`src/rtl/core/wrs_pkg.sv`:
```
// wrs_pkg: sizes, codes and shared types of the weighted random select block.
// No dependencies; imported by every module of the block.
package wrs_pkg;

	localparam int MAX_ENTRIES = 64;
	localparam int VALUE_W     = 32;
	localparam int WEIGHT_W    = 16;
	localparam int FRAC_W      = 16;
	localparam int IDX_W       = $clog2(MAX_ENTRIES);
	localparam int CNT_W       = $clog2(MAX_ENTRIES + 1);
	localparam int PREFIX_W    = WEIGHT_W + IDX_W;
	localparam int TARGET_W    = FRAC_W + PREFIX_W;
	localparam int GROUP       = 8;
	localparam int NUM_GROUPS  = (MAX_ENTRIES + GROUP - 1) / GROUP;

	localparam logic [1:0] OP_CLEAR  = 2'd0;
	localparam logic [1:0] OP_LOAD   = 2'd1;
	localparam logic [1:0] OP_SELECT = 2'd2;

	localparam logic [1:0] ST_OK     = 2'd0;
	localparam logic [1:0] ST_EMPTY  = 2'd1;
	localparam logic [1:0] ST_ZERO_W = 2'd2;
	localparam logic [1:0] ST_FULL   = 2'd3;

	// broadcast from the controller to every cell
	typedef struct packed {
		logic                wr_en;
		logic [CNT_W-1:0]    count;
		logic [VALUE_W-1:0]  wr_value;
		logic [PREFIX_W-1:0] wr_prefix;
		logic [TARGET_W-1:0] target;
	} cell_ctrl_t;

	// per-cell pick, zero unless the cell is the chosen entry
	typedef struct packed {
		logic               hit;
		logic [IDX_W-1:0]   idx;
		logic [VALUE_W-1:0] value;
	} pick_t;

endpackage

```
`src/rtl/core/wrs_cell.sv`:
```
// wrs_cell: one table entry (value, prefix sum) with its compare and pick stages.
// Depends on wrs_pkg. Takes the compare flag of its left neighbor.
module wrs_cell
	import wrs_pkg::*;
(
	input  logic             clk,
	input  logic [IDX_W-1:0] cell_idx,
	input  cell_ctrl_t       ctrl,
	input  logic             flag_in,
	output logic             flag_out,
	output pick_t            pick
);

	logic [VALUE_W-1:0]  value_q;
	logic [PREFIX_W-1:0] prefix_q;
	logic                flag_s2;
	logic                in_use;
	logic                wr_here;

	assign in_use  = {1'b0, cell_idx} < ctrl.count;
	assign wr_here = ctrl.wr_en && (ctrl.count[IDX_W-1:0] == cell_idx);

	always_ff @(posedge clk) begin
		if (wr_here) begin
			value_q  <= ctrl.wr_value;
			prefix_q <= ctrl.wr_prefix;
		end
	end

	// prefix sums rise along the row, so the flags form a thermometer;
	// the first set flag is where the left neighbor's flag is clear
	always_ff @(posedge clk) begin
		flag_s2    <= in_use && ({prefix_q, FRAC_W'(0)} > ctrl.target);
		pick.hit   <= flag_s2 && !flag_in;
		pick.idx   <= (flag_s2 && !flag_in) ? cell_idx : '0;
		pick.value <= (flag_s2 && !flag_in) ? value_q : '0;
	end

	assign flag_out = flag_s2;

endmodule

```
`config.mk`:
```
export PLATFORM = sky130hd
export DESIGN_NAME = wrs_cell
export DESIGN_NICKNAME = d
export VERILOG_FILES = /design/src/rtl/core/wrs_pkg.sv /design/src/rtl/core/wrs_cell.sv
export SDC_FILE = /design/constraint.sdc
export NUM_CORES = 1
export LEC_CHECK = 0
export BUFFER_PORTS_ARGS = -buffer_cell sky130_fd_sc_hd__buf_2
export CORE_ASPECT_RATIO = 2
export CORE_MARGIN = 2
export CORE_UTILIZATION = 37
export CTS_BUF_LIST = sky130_fd_sc_hd__clkbuf_4
export CTS_CLUSTER_DIAMETER = 60
export CTS_CLUSTER_SIZE = 24
export DETAILED_ROUTE_END_ITERATION = 8
export GPL_ROUTABILITY_DRIVEN = 0
export GPL_TIMING_DRIVEN = 1
export HOLD_SLACK_MARGIN = 0.12
export PLACE_DENSITY = 0.67
export RECOVER_POWER = 100
export SKIP_LAST_GASP = 1
export SYNTH_ARGS = -nofsm -noshare
export SYNTH_HDL_FRONTEND = slang
export SYNTH_SLANG_ARGS = --single-unit
```
`constraint.sdc`:
```
create_clock -name clk -period 6.7 [get_ports clk]
set_input_delay 1.34 -clock clk [delete_from_list [all_inputs] [get_ports clk]]
set_output_delay 1.34 -clock clk [all_outputs]
set_load 0.01 [all_outputs]
```
==> results.md <==
* Run status: finished, violations left
* Violations in the final reports: max-capacitance violations
* Core Util, Final at 0.486
* Worst EP required at ~6.8 ns
* H-Tree Level Count at 3
* Share of the yosys chip area belonging to registers at 0.705
* Largest net degree at the start of global routing at 40
* Non-filler cells, final at 509
* Die extent in x at just over 70 um
* Area of the die at roughly 10,000 um^2
* Cts bufs inserted at 9
* Remaining DRCs at 0
* Synth unique cells at 27
* Post-synthesis cell type with the largest combined area: edfxtp_1
* Worst skew pair latency at 0.43 ns
* Via/cell ratio at ~4.4
* Final critical-path share of the clock period at 0.521
* Number of nets with antenna violations after routing at 0
* Share of Yosys cell area claimed by the top area cell type at 0.472
* Detailed-route wire length at 6.83 mm
* Post-placement cell count at 492
* Total buffers and inverters traversed by the critical path at 3
* Core Box Area at ~9000 um^2
* Initial core utilization at 0.381
* Initial antenna violation count at 1
* Simple-gate area share of the yosys netlist at 0.124
* Final setup fails at 0
* Vert. Die Dim at 140 um
* Type of destination of the critical path: register
* Hold-fix buffer count after cts at 0
* Yosys synthesis warning count at 0
* Switching power at 0.230 mW
* Synthesized area per cell at approximately 14 um^2
* Fraction of power consumed by sequential logic at 0.638
* Start-to-end type of the worst setup path: input port to register
* Top-level I/O count at 148
* Number of buffers between clock root and the deepest sink at 2
* Fraction of the mapped netlist area in compound gates at 0.0324
* CTS tree: done
* Setup slack of the most critical reg-to-reg path at 4.83 ns
* Final routed wire length divided by cell count at between 10 and 15 um
* Vias post-DR at around 2,300
* Count of buffers added by post-CTS timing repair for setup at 0
* Layout-stage area growth over the synthesis result at 27.5%
* Layout cell share with drive strength beyond 1 at 0.313
* Post-synth ARST share at 0
* Multiplexer area fraction after synthesis at 0
* Flop and latch count out of synthesis at 94
* Filler cell count in the final layout at approximately 860
* Transition time of the tightest slew-check pin at roughly 1.5 ns
* Setup TNS after final layout at 0 ns
* Cell Int Power at 0.752 mW
* Cells after synthesis at about 250
* Top flip-flop cell by instance count after synthesis: edfxtp_1
* Global-route wire length before repair at ~11 mm
* Vias in the first global route at ~2,400
* Hold WC Path Type: register to register
* Cell row count at between 40 and 50
* Leading cell types in the layout, fill and taps excluded: buf_2 (106), edfxtp_1 (54), clkbuf_1 (42)
* DR pass1 iterations at 4
* Cell-by-cell trace of the critical path: buf_2 > inv_1 > ha_1 > nand4_1 > nor2_1 > buf_4
* Final Critical Period at ~3.5 ns
* Worst clock skew at 0.0192 ns
* Cell Area, Synth at around 3400 um^2
* Global-route usage over all layers at 0.143
* Cell at the root of the clock tree: clkbuf_4
* Family of cells with the greatest summed delay on the critical path: simple AND/OR/NAND/NOR gates
* Pleak at 1.89 nW
* Highest-delay cell along the critical path: nor2_1
* Adder-cell area share of the yosys netlist at 0.102
* Max-slew violations at 0
* Switching power share of the total at 0.234
* Most common cell after layout, fill and taps aside: buf_2
* Highest cell delay on the worst timing path at 1.13 ns
* Power Dens Cells at approximately 220 nW/um^2
* Clock transition at path regs at 0.14 ns
* Final hold violation count at 0
* Max Freq at approximately 290 MHz
* Combinational family with the most area after synthesis: simple AND/OR/NAND/NOR gates
* Remaining global-route overflow at 0
* Combinational fraction of design power at 0.083
* PortBufs at ~150
* Arrival time at the worst endpoint at around 3.6 ns
* Normalized max-slew margin at 0.00592
* Synthesized net count at around 380
* Max-capacitance violation count at 1
* Worst IR drop on VDD at 0.142 mV
* Number of enable-type register cells in the synthesized netlist at 54
* Worst-path fanout max at 37
* Placed wire-length estimate after detailed placement at 5.35 mm
* Detailed router's first-iteration violation count at 47
* Nature of the critical path startpoint: input port
* RSZ-0062 raised after global routing: no
* Clock Sinks at 94
* Post-layout nets at 537
* Post-cts repair resize count at 0
* Area contributors post-synth: edfxtp_1 (47%), dfxtp_1 (23%), ha_1 (10%), and2_1 (6.9%), inv_1 (3.2%)
* Xor/xnor cell area share of the yosys netlist at 0
* Clock network fraction of design power at 0.279
==> worst reg2reg max path, stage by stage, from the launching register on <==
cell and delay [ns]:
edfxtp_1 0.40, ha_1 0.32, nand4_1 0.18, or4_1 0.60, nor2_1 0.11, nor4_1 0.07, nor3_2 0.15
==> power groups by stage <==
stage / Combinational, mW / Sequential, mW / Clock, mW
global route: 0.0934 / 0.628 / 0.310
CTS: 0.0875 / 0.626 / 0.290
global placement: 0.0853 / 0.639 / 0
finish: 0.0818 / 0.626 / 0.274
detailed placement: 0.0870 / 0.639 / 0
floorplan: 0.0314 / 0.644 / 0
==> cell families (layout without fill, tap and decap cells) <==
logic type	count (synthesis)	count (layout)
flip-flops	94	94
adder cells (fa/ha/maj)	28	28
other	0	1
buffers and inverters	33	194
AO/OA/AOI/OAI	20	20
AND/OR/NAND/NOR	70	70
==> layer usage <==
metal | wire length (um) | global-route usage | up-vias
met3 | 454 | 0.0417 | 17
met5 | 0 | 0 | -
met4 | 256 | 0.0884 | 0
met2 | 3680 | 0.260 | 86
met1 | 2430 | 0.133 | 985
li1 | - | - | 1162
==> through the flow <==
step / worst slack (ns) / power (mW) / area [um^2] / hold WS, ns
after floorplan: 2.22 / 0.675 / 3430 / 0.420
after CTS: 3.86 / 1.00 / 4440 / 0.458
after global placement: 3.43 / 0.724 / 4310 / 0.424
after detailed placement: 3.37 / 0.726 / 4310 / 0.427
final: 3.21 / 0.981 / 4380 / 0.454
after global routing: 2.93 / 1.03 / 4380 / 0.481
==> final cells by class <==
type / instances / area (um^2) / share of cell area
Inverter: 29 / 109 / 0.0249
Sequential cell: 94 / 2420 / 0.553
Timing Repair Buffer: 149 / 696 / 0.159
Tap cell: 102 / 128 / 0.0292
Antenna cell: 1 / 2.50 / 0.000572
Clock buffer: 10 / 75.1 / 0.0171
Multi-Input combinational cell: 118 / 891 / 0.203
Clock inverter: 6 / 55.1 / 0.0126
==> state kept, by name (all words and copies together), names as in the netlist <==
register  count
pick         39
value_q      32
flag_out      1
prefix_q     22
==> Yosys cell counts, types with 2 or more instances <==
library cell  instances
clkbuf_1              4
and2_1               38
edfxtp_1             54
nor2_1                5
or4_1                 2
nand3_1               4
nand2_1               5
nand4_1               5
o21ai_1               2
a21oi_1              12
inv_1                29
dfxtp_1              40
o21ai_0               2
nor4_1                3
ha_1                 28
==> worst paths after layout <==
kind,startpoint,end,depth (start not counted)
min,value_q[26]$_DFFE_PP_,pick[26]$_SDFF_PN0_,1
max reg2reg,prefix_q[21]$_DFFE_PP_,flag_out$_DFF_P_,6
min reg2reg,value_q[26]$_DFFE_PP_,pick[26]$_SDFF_PN0_,1
max,ctrl[94],value_q[8]$_DFFE_PP_,6
Power figures use the tool's default switching activity.
